### config.mk
export PLATFORM = sky130hd
export DESIGN_NAME = aflst_scan
export DESIGN_NICKNAME = d
export VERILOG_FILES = /design/src/rtl/aflst_pkg.sv /design/src/rtl/aflst_scan.sv
export SDC_FILE = /design/constraint.sdc
export NUM_CORES = 1
export LEC_CHECK = 0
export ABC_CLOCK_PERIOD_IN_PS = 18000
export BUFFER_PORTS_ARGS = -buffer_cell sky130_fd_sc_hd__buf_4
export CELL_PAD_IN_SITES_DETAIL_PLACEMENT = 2
export CELL_PAD_IN_SITES_GLOBAL_PLACEMENT = 2
export CORE_MARGIN = 5
export CORE_UTILIZATION = 30
export CTS_BUF_LIST = sky130_fd_sc_hd__clkbuf_4
export CTS_CLUSTER_DIAMETER = 120
export DETAILED_ROUTE_END_ITERATION = 10
export PLACE_DENSITY_LB_ADDON = 0.1
export SKIP_CTS_REPAIR_TIMING = 1
export SLEW_MARGIN = 15
export SYNTH_ARGS = -nofsm -noshare
export SYNTH_HDL_FRONTEND = slang
export SYNTH_SLANG_ARGS = --single-unit
### constraint.sdc
create_clock -name clk -period 18 [get_ports clk]
set_clock_uncertainty 0.15 [all_clocks]
set_input_delay 3.6 -clock clk [delete_from_list [all_inputs] [get_ports clk]]
set_output_delay 3.6 -clock clk [all_outputs]
set_load 0.01 [all_outputs]
### src/rtl/aflst_pkg.sv
// ----------------------------------------------------------------------------
// aflst_pkg
// Shared constants, types and codes of the aligned free-list allocator.
// ----------------------------------------------------------------------------
`timescale 1ns / 1ps
`default_nettype none

package aflst_pkg;

  localparam int TABLE_DEPTH = 128;
  localparam int ADDR_WIDTH  = 32;
  localparam int IDX_W       = (TABLE_DEPTH > 1) ? $clog2(TABLE_DEPTH) : 1;

  typedef logic [ADDR_WIDTH-1:0] start_t;
  typedef logic [31:0]           size_t;
  typedef logic [IDX_W-1:0]      idx_t;

  localparam idx_t IDX_LAST = idx_t'(TABLE_DEPTH - 1);

  // request actions
  localparam logic [1:0] ACT_ALLOC = 2'd0;
  localparam logic [1:0] ACT_FREE  = 2'd1;
  localparam logic [1:0] ACT_INIT  = 2'd2;

  // response status
  localparam logic [1:0] ST_OK     = 2'd0;
  localparam logic [1:0] ST_OOM    = 2'd1;
  localparam logic [1:0] ST_NOSLOT = 2'd2;

  typedef struct packed {
    start_t start;
    size_t  size;
  } entry_t;

  // table port: one write, one registered read per cycle
  typedef struct packed {
    logic   rd_en;
    idx_t   rd_idx;
    logic   wr_en;
    idx_t   wr_idx;
    entry_t wr_entry;
  } tbl_req_t;

  // scan control from the sequencer
  typedef struct packed {
    logic        start;     // clears the candidates
    logic        eval;      // rd entry is valid this cycle
    idx_t        idx;       // index of rd entry
    logic        is_alloc;
    start_t      addr;
    size_t       size;
    logic [31:0] amask;
  } scan_ctl_t;

  // first matches found over one scan
  typedef struct packed {
    logic   hit_found;    // aligned fit (alloc) or merge target (free)
    idx_t   hit_idx;
    start_t hit_start;
    size_t  hit_size;
    logic   pad_found;    // fit once alignment padding is added
    idx_t   pad_idx;
    start_t pad_start;
    size_t  pad_size;
    size_t  pad_val;
    logic   empty_found;
    idx_t   empty_idx;
  } scan_res_t;

  // bytes needed to bring start up to the alignment given by amask
  function automatic size_t pad_of(start_t start, logic [31:0] amask);
    size_t lo;
    lo = size_t'(start);
    return (32'd0 - lo) & amask;
  endfunction

endpackage

`default_nettype wire

### src/rtl/aflst_scan.sv
// ----------------------------------------------------------------------------
// aflst_scan
// Checks one table entry per cycle and keeps the first match of each kind.
// ----------------------------------------------------------------------------
`timescale 1ns / 1ps
`default_nettype none

module aflst_scan (
  input  wire logic                 clk,
  input  wire logic                 rst,
  input  wire aflst_pkg::scan_ctl_t ctl,
  input  wire aflst_pkg::entry_t    rd_entry,
  output aflst_pkg::scan_res_t      res
);

  logic              used;
  logic              aligned_fit;
  logic              padded_fit;
  logic              merges;
  aflst_pkg::size_t  pad;

  always_comb begin
    used        = (rd_entry.start != '0);
    pad         = aflst_pkg::pad_of(rd_entry.start, ctl.amask);
    aligned_fit = used && (rd_entry.size >= ctl.size) &&
                  ((aflst_pkg::size_t'(rd_entry.start) & ctl.amask) == 32'd0);
    // 33-bit compare, padding sum cannot wrap
    padded_fit  = used && ({1'b0, rd_entry.size} >= ({1'b0, ctl.size} + {1'b0, pad}));
    merges      = used &&
                  ((rd_entry.start - aflst_pkg::start_t'(ctl.size)) == ctl.addr);
  end

  always_ff @(posedge clk) begin
    if (rst || ctl.start) begin
      res.hit_found   <= 1'b0;
      res.pad_found   <= 1'b0;
      res.empty_found <= 1'b0;
    end else if (ctl.eval) begin
      if (!res.hit_found && (ctl.is_alloc ? aligned_fit : merges)) begin
        res.hit_found <= 1'b1;
        res.hit_idx   <= ctl.idx;
        res.hit_start <= rd_entry.start;
        res.hit_size  <= rd_entry.size;
      end
      if (!res.pad_found && padded_fit) begin
        res.pad_found <= 1'b1;
        res.pad_idx   <= ctl.idx;
        res.pad_start <= rd_entry.start;
        res.pad_size  <= rd_entry.size;
        res.pad_val   <= pad;
      end
      if (!res.empty_found && !used) begin
        res.empty_found <= 1'b1;
        res.empty_idx   <= ctl.idx;
      end
    end
  end

endmodule

`default_nettype wire

==> results.yml, run 1 <==
routing:
  ant_nets: 0
  drt_iter0_drc: 541
  wl_um: 53700
  vias: 10600
  drtPass1Iterations: 4
  viasPerCell: 5.28
  drc: 0
  wl_per_cell_um: 26.7
pwr:
  p_per_area_nw_per_um2: 68.1
  p_sw_uw: 367
  p_int_uw: 694
  comb_power_share_pct: 30.0
  p_total_mw: 1.06
  p_leak_nw: 6.47
  p_clk_share_pct: 24.8
  vdd_drop_max_mv: 0.0336
  seqPwrFrac_pct: 45.2
  swShare_pct: 34.6
layout:
  largest_register_ffs: 184
  layout-drive-gt1-share_pct: 26.9
  nets: 1773
  multi_input_area_um2: 6190
  utilization_pct: 39.4
  top_register: "res"
  regArea_um2: 5500
  final_cell_mix: "buf_4, edfxtp_1, ha_1"
  design_area_um2: 15600
  fillers: 4307
  top_regs: "res (184)"
  final_common_cell: "buf_4"
  area_growth_pct: 30.7
global_routing:
  grt_pass1_wl_um: 76900
  grt_overflow: 0
  antenna_found_initial: 6
  grt_max_degree: 72
  grt_pass1_vias: 11400
  grtUsageTotal_pct: 23.8
yosys:
  synth-seq-cells: 184
  yosysWarnings: 0
  synthFlopType: "edfxtp_1"
  syn_area_um2: 11900
  synth-edff-count: 181
  synthArstFlopShare_pct: 0
  syn_nets: 1405
  syn_area_per_cell_um2: 10.8
  yosys.area.top_type: "edfxtp_1"
  synth_cell_types: 70
  yosysTopAreaCellShare_pct: 45.6
  synth_area_leaders: "edfxtp_1, ha_1, xnor2_1"
  netlist_instances: 1103
  synth_seq_area_share_pct: 46.1
place:
  gp_congestion: 0.893
  placed_cell_area_um2: 15200
  dpl.hpwl_um: 45300
  port_buffers: 355
die:
  die_w_um: 209
  die_height_um: 209
  rows: 73
  dieArea_um2: 43800
  io_pins: 356
  core_um2: 39500
  start_util_pct: 30.1
timing:
  hold_viol: 0
  fin_crit_sh_pct: 64.2
  setup_viol: 0
  relSlewSlack_pct: 22.2
  tightest_slew_ns: 1.17
  finalCriticalPeriod_ns: 11.55
  rsz0062_at_grt: "false"
  fin_setup_tns_ns: 0
  max_freq_mhz: 86.6
  report.final.slew_viol_count: 0
critical_path:
  worst_setup_path_end_kind: "flip-flop"
  crit_family: "simple AND/OR/NAND/NOR gates"
  path_buf_inv: 2
  critPathMaxFanout: 67
  cpMostUsedCell: "a21o_1"
  startpoint_type: "input port"
  crit_start: "rd_entry[37]"
  worstSetupPathType: "in -> reg"
  cpMaxStageDelayCell: "buf_4"
  reg2reg_from: "res[111]$_SDFFE_PP0P_"
  crit_required_ns: 18.12
  worstPathArrival_ns: 11.67
  cpPeakStageDelay_ns: 0.77
cts:
  cts.sinks: 184
  cts_root_buf: "clkbuf_4"
  path_clk_slew_ns: 0.16
  ctsHtreeMaxLevel: 4
  clk_latency_ns: 0.65
  cts_tree: "yes"
  numCtsBuffers: 17
  clockBufferDepth: 2
job:
  cap_violations: 0
worst_hold_path:
  hold_path.class: "reg -> reg"
  hold_start: "res[183]$_SDFFE_PP0P_"
outcome:
  status: "complete, no violations"
[cells in the mapped netlist, types with 12 or more instances]
cell type  number
o21a_1         13
nand2_1        67
nor4_1         14
nand4_1        28
or3_1          15
nand3_1        16
inv_1          53
o21ai_1        27
a21o_1         35
nor3_1         31
ha_1          128
nor2b_1        15
xor2_1         33
edfxtp_1      181
o21ai_0        46
and3_1         18
nand2b_1       15
a211oi_1       12
and2_1         23
xnor2_1        52
nor2_1         57
a21oi_1        84
[per-layer routing]
layer  wire [um]  global-route usage [%]
met3        1820                    3.47
met4        1030                    6.37
met2       27300                    42.3
met1       23500                    30.2
met5          34                       0
[worst min-delay path: cells and delay by family (launching register included)]
kind / cells / cell delay [ns]
and+or+nand+nor: 1 / 0.06
AOI/OAI and AO/OA: 1 / 0.05
DFF: 1 / 0.36
[cells by family (layout without fill, tap and decap cells)]
family                   count (synthesis)  count (layout)  share of synthesized area (%)
multiplexers                             5               5                          0.431
XOR/XNOR                                85              85                           6.25
AND/OR/NAND/NOR                        324             324                           14.3
flip-flops                             184             184                           46.1
adder cells (fa/ha/maj)                130             130                           13.8
buffers and inverters                   65             446                           2.05
other                                    0               4                              0
AO/OA/AOI/OAI                          310             310                           17.0
[power groups by stage]
stage	sequential [mW]	combinational [mW]	clock (mW)
after floorplan	0.493	0.175	0
after global placement	0.489	0.310	0
after detailed placement	0.489	0.318	0
after CTS	0.480	0.320	0.272
after global routing	0.480	0.348	0.289
final	0.480	0.318	0.263
[worst paths after layout]
path	slack, ns	endpoint	cells after the start
hold / removal	0.35	res[183]$_SDFFE_PP0P_	2
setup / recovery	6.45	res[49]$_DFFE_PP_	31
setup reg to reg	15.30	res[49]$_DFFE_PP_	5
hold reg to reg	0.35	res[183]$_SDFFE_PP0P_	2
[layout make-up]
class / count / area share (%)
multi-input cells: 854 / 39.8
flip-flops and latches: 184 / 35.3
repair buffers: 360 / 17.4
well taps: 525 / 4.22
inverters: 54 / 1.30
clock inverters: 15 / 1.19
clock buffers: 17 / 0.820
diodes: 4 / 0.0643
[metrics by stage]
step / worst slack, ns / instances / hold WS (ns)
after floorplan: 3.57 / 1103 / 0.328
after global placement: 6.07 / 1977 / 0.306
after detailed placement: 5.80 / 1977 / 0.345
after CTS: 6.50 / 2009 / 0.365
after global routing: 5.95 / 2013 / 0.410
final: 6.45 / 2013 / 0.350
Power figures use the tool's default switching activity.
==> run 2, diff against run 1 <==
--- a/config.mk
+++ b/config.mk
@@ -5,7 +5,7 @@
 export SDC_FILE = /design/constraint.sdc
 export NUM_CORES = 1
 export LEC_CHECK = 0
-export ABC_CLOCK_PERIOD_IN_PS = 18000
+export ABC_CLOCK_PERIOD_IN_PS = 9590
 export BUFFER_PORTS_ARGS = -buffer_cell sky130_fd_sc_hd__buf_4
 export CELL_PAD_IN_SITES_DETAIL_PLACEMENT = 2
 export CELL_PAD_IN_SITES_GLOBAL_PLACEMENT = 2
==> constraint.sdc (replaced) <==
create_clock -name clk -period 9.59 [get_ports clk]
set_clock_uncertainty 0.15 [all_clocks]
set_input_delay 1.918 -clock clk [delete_from_list [all_inputs] [get_ports clk]]
set_output_delay 1.918 -clock clk [all_outputs]
set_load 0.01 [all_outputs]
==> run 2 against run 1 <==
  * Total power up 86%
  * Register-to-register slack worse by 8.1 ns
  * Final cell count increased by 0.79%
  * Sequential power up 87%
  * Cell area grew 1.5%
  * Critical endpoint is now res[94]$_DFFE_PP_
  * Highest routed layer unchanged
==> results.yml, run 2 (same netlist as run 1, synthesis figures left out) <==
outcome:
  status: "complete, no violations"
layout:
  final_common_cell: "buf_4"
  largest_register_ffs: 184
  top_regs: "res (184)"
  design_area_um2: 15800
  top_register: "res"
  layout-drive-gt1-share_pct: 28.3
  utilization_pct: 40.0
  nets: 1789
  layout.cells.non_filler: 2029
  area_growth_pct: 32.7
  final_cell_mix: "buf_4, edfxtp_1, ha_1"
cts:
  clockBufferDepth: 2
  clk_latency_ns: 0.63
  path_clk_slew_ns: 0.16
  cts_root_buf: "clkbuf_4"
  numCtsBuffers: 17
  cts.sinks: 184
  cts_tree: "yes"
  ctsHtreeMaxLevel: 4
die:
  die_height_um: 209
  start_util_pct: 30.1
  rows: 73
  die_w_um: 209
  io_pins: 356
  dieArea_um2: 43800
  core_um2: 39500
critical_path:
  worst-r2r-setup-slack_ns: 7.21
  critPathMaxFanout: 24
  cpPeakStageDelay_ns: 0.52
  startpoint_type: "input port"
  cpMostUsedCell: "a21o_1"
  worst_setup_path_end_kind: "flip-flop"
  crit_required_ns: 9.79
  worstSetupPathType: "in -> reg"
  cpMaxStageDelayCell: "or4_1"
  worstPathArrival_ns: 9.15
timing:
  max_freq_mhz: 112
  relSlewSlack_pct: 39.6
  fin_setup_tns_ns: 0
  tightest_slew_ns: 0.904
  fin_crit_sh_pct: 93.3
  setup_viol: 0
  hold_viol: 0
  setup_ws_ns: 0.642
  rsz0062_at_grt: "false"
  finalCriticalPeriod_ns: 8.95
  report.final.slew_viol_count: 0
global_routing:
  grt_pass1_vias: 11600
  grtUsageTotal_pct: 23.7
  grt_pass1_wl_um: 77400
  grt_max_degree: 48
  grt_overflow: 0
  antenna_found_initial: 6
routing:
  highest_layer: "met5"
  vias: 10700
  wl_um: 53500
  wl_per_cell_um: 26.4
  drt_iter0_drc: 466
  met3WireLength_um: 2010
  wl_met1_um: 23300
  ant_nets: 0
  wl_met2_um: 27100
  drc: 0
  drtPass1Iterations: 5
  viasPerCell: 5.28
place:
  gp_congestion: 0.924
  port_buffers: 355
  post-place-cells: 1993
  placed_cell_area_um2: 15500
  dp_worst_setup_slack_ns: -0.0320
  dpl.hpwl_um: 45900
worst_hold_path:
  hold_path.class: "reg -> reg"
pwr:
  p_leak_nw: 6.56
  p_per_area_nw_per_um2: 125
  vdd_drop_max_mv: 0.0633
job:
  cap_violations: 0
-- run 2: path summary, 6_finish.rpt --
kind | endpoint | from | depth (start not counted)
setup / recovery | res[94]$_DFFE_PP_ | rd_entry[37] | 32
hold / removal | res[183]$_SDFFE_PP0P_ | res[183]$_SDFFE_PP0P_ | 2
setup reg to reg | res[153]$_DFFE_PP_ | res[183]$_SDFFE_PP0P_ | 3
hold reg to reg | res[183]$_SDFFE_PP0P_ | res[183]$_SDFFE_PP0P_ | 2
-- run 2: layout make-up --
cell class	count	area (um2)
flip-flops and latches	184	5500
repair buffers	376	2900
fillers	4285	23700
multi-input cells	854	6260
diodes	4	10.0
clock inverters	14	150
well taps	525	657
clock buffers	18	135
inverters	54	203
-- run 2: critical path: cells and delay by family --
| family | cells | cell delay (ns) |
|---|---|---|
| and+or+nand+nor | 14 | 3.30 |
| xor gates and xnor gates | 2 | 0.27 |
| AOI/OAI and AO/OA | 11 | 2.60 |
| buffers and inverters | 3 | 0.51 |
| adders and majority gates | 2 | 0.50 |
-- run 2: power breakdown --
group          internal, mW  total, mW  switching, mW  leakage [nW]
combinational         0.248      0.611          0.364          4.73
sequential            0.896      0.900        0.00378          1.68
clock                 0.143      0.457          0.315         0.148
total                  1.29       1.97          0.682          6.56
-- run 2: metrics by stage --
step                      power, mW  hold slack (ns)
after floorplan                1.26            0.328
final                          1.97            0.365
after global routing           2.08            0.382
after CTS                      1.99            0.364
after detailed placement       1.53            0.343
after global placement         1.51            0.308
-- run 2: layer usage --
metal,vias to the layer above,global-route usage (%)
li1,5013,-
met1,5405,30.8
met2,238,41.7
met3,45,3.50
met4,4,5.94
met5,-,0
==> run 3, diff against run 2 <==
--- a/config.mk
+++ b/config.mk
@@ -7,10 +7,10 @@
 export LEC_CHECK = 0
 export ABC_CLOCK_PERIOD_IN_PS = 9590
 export BUFFER_PORTS_ARGS = -buffer_cell sky130_fd_sc_hd__buf_4
-export CELL_PAD_IN_SITES_DETAIL_PLACEMENT = 2
-export CELL_PAD_IN_SITES_GLOBAL_PLACEMENT = 2
+export CELL_PAD_IN_SITES_DETAIL_PLACEMENT = 0
+export CELL_PAD_IN_SITES_GLOBAL_PLACEMENT = 1
 export CORE_MARGIN = 5
-export CORE_UTILIZATION = 30
+export CORE_UTILIZATION = 37
 export CTS_BUF_LIST = sky130_fd_sc_hd__clkbuf_4
 export CTS_CLUSTER_DIAMETER = 120
 export DETAILED_ROUTE_END_ITERATION = 10
==> run 3 against run 2 <==
  * Critical path depth grew 1
  * Maximum frequency grew 1.2%
  * Routed wire length shrank 13%
  * Total power shrank 2.5%
  * Clock power shrank 5.0%
  * Combinational power shrank 4.1%
  * Die area shrank 18%
  * Cell area shrank 1.5%
  * Worst hold slack lost 0.032 ns
  * Critical path type unchanged
  * Highest routed layer unchanged
==> results.yml, run 3 (same netlist as run 1, synthesis figures left out) <==
timing:
  hold_viol: 0
  fin_crit_sh_pct: 92.2
  report.final.slew_viol_count: 0
  rsz0062_at_grt: "false"
  holdWs_ns: 0.333
  setup_ws_ns: 0.747
  max_freq_mhz: 113
  relSlewSlack_pct: 22.7
  finalCriticalPeriod_ns: 8.84
  tightest_slew_ns: 1.16
  fin_setup_tns_ns: 0
  setup_viol: 0
critical_path:
  cpMaxStageDelayCell: "or4_1"
  worstSetupPathType: "in -> reg"
  r2r_cells: 3
  startpoint_type: "input port"
  worstPathArrival_ns: 8.98
  cpPeakStageDelay_ns: 0.50
  cpMostUsedCell: "a21o_1"
  crit_required_ns: 9.73
  critPathMaxFanout: 36
  worst_setup_path_end_kind: "flip-flop"
layout:
  final_cell_mix: "buf_4, edfxtp_1, ha_1"
  top_register: "res"
  utilization_pct: 49.2
  layout.cells.non_filler: 1895
  design_area_um2: 15600
  final_common_cell: "buf_4"
  largest_register_ffs: 184
  layout-drive-gt1-share_pct: 27.9
  regArea_um2: 5500
  area_growth_pct: 30.6
  top_regs: "res (184)"
  nets: 1780
  multi_input_area_um2: 6260
  fillers: 2996
worst_hold_path:
  hold_path.class: "reg -> reg"
  whs_path_depth: 2
pwr:
  p_total_mw: 1.92
  p_per_area_nw_per_um2: 123
  vdd_drop_max_mv: 0.0658
  p_leak_nw: 6.51
place:
  dp_worst_setup_slack_ns: 0.148
  gp_congestion: 0.958
  post-place-cells: 1861
  placed_cell_area_um2: 15300
  dpl.hpwl_um: 39400
  port_buffers: 355
routing:
  wl_um: 46700
  viasPerCell: 5.58
  ant_nets: 0
  wl_per_cell_um: 24.6
  drc: 0
  drtPass1Iterations: 5
  drt_iter0_drc: 756
  vias: 10600
cts:
  cts_root_buf: "clkbuf_4"
  cts.sinks: 184
  clk_latency_ns: 0.57
  clockBufferDepth: 2
  cts_tree: "yes"
  ctsHtreeMaxLevel: 4
  numCtsBuffers: 17
  path_clk_slew_ns: 0.15
global_routing:
  grtUsageTotal_pct: 25.0
  grt_overflow: 0
  grt_pass1_wl_um: 66900
  antenna_found_initial: 3
  grt_max_degree: 48
  grt_pass1_vias: 10300
die:
  die_height_um: 189
  die_w_um: 189
  rows: 65
  core_um2: 31600
  start_util_pct: 37.7
  dieArea_um2: 35900
  io_pins: 356
job:
  cap_violations: 0
outcome:
  status: "complete, no violations"
-- run 3: cell types whose count changed in the layout (fill, tap and decap cells not counted) --
cell        previous run  this run
inv_8                  4         5
buf_4                370       361
inv_6                  5         2
clkinv_4               1         5
diode_2                4         2
clkinvlp_4             3         2
bufinv_16              1         0
-- run 3: cell type report --
class,instances,share of cell area (%)
inverters,54,1.30
clock inverters,14,0.852
multi-input cells,854,40.2
repair buffers,367,18.2
well taps,402,3.23
diodes,2,0.0322
clock buffers,18,0.868
flip-flops and latches,184,35.3
-- run 3: where the power goes --
group	internal [mW]	total, mW	leakage [nW]	switching, mW
Sequential	0.896	0.900	1.68	0.00351
Combinational	0.243	0.586	4.69	0.343
Clock	0.118	0.434	0.143	0.316
Total	1.26	1.92	6.51	0.663
-- run 3: critical path, delay by kind of cell --
kind / cells / cell delay, ns
simple gates: 13 / 2.84
compound gates: 11 / 2.53
fa+ha+maj: 3 / 0.72
buf+inv: 4 / 0.67
xor+xnor: 2 / 0.26
-- run 3: worst paths after layout --
| check | start | to | slack (ns) |
|---|---|---|---|
| setup / recovery | rd_entry[33] | res[68]$_DFFE_PP_ | 0.75 |
| hold reg to reg | res[183]$_SDFFE_PP0P_ | res[183]$_SDFFE_PP0P_ | 0.33 |
| setup reg to reg | res[183]$_SDFFE_PP0P_ | res[154]$_DFFE_PP_ | 7.26 |
| hold / removal | res[183]$_SDFFE_PP0P_ | res[183]$_SDFFE_PP0P_ | 0.33 |
-- run 3: metal layers --
metal	vias to the layer above	wire length (um)	part of all wire, %	global-route usage, %
li1	5010	-	-	-
met2	404	21600	46	40.8
met3	66	2670	5.7	4.13
met1	5086	20700	44	34.0
met4	2	1620	3.5	8.49
met5	-	19	0.041	0
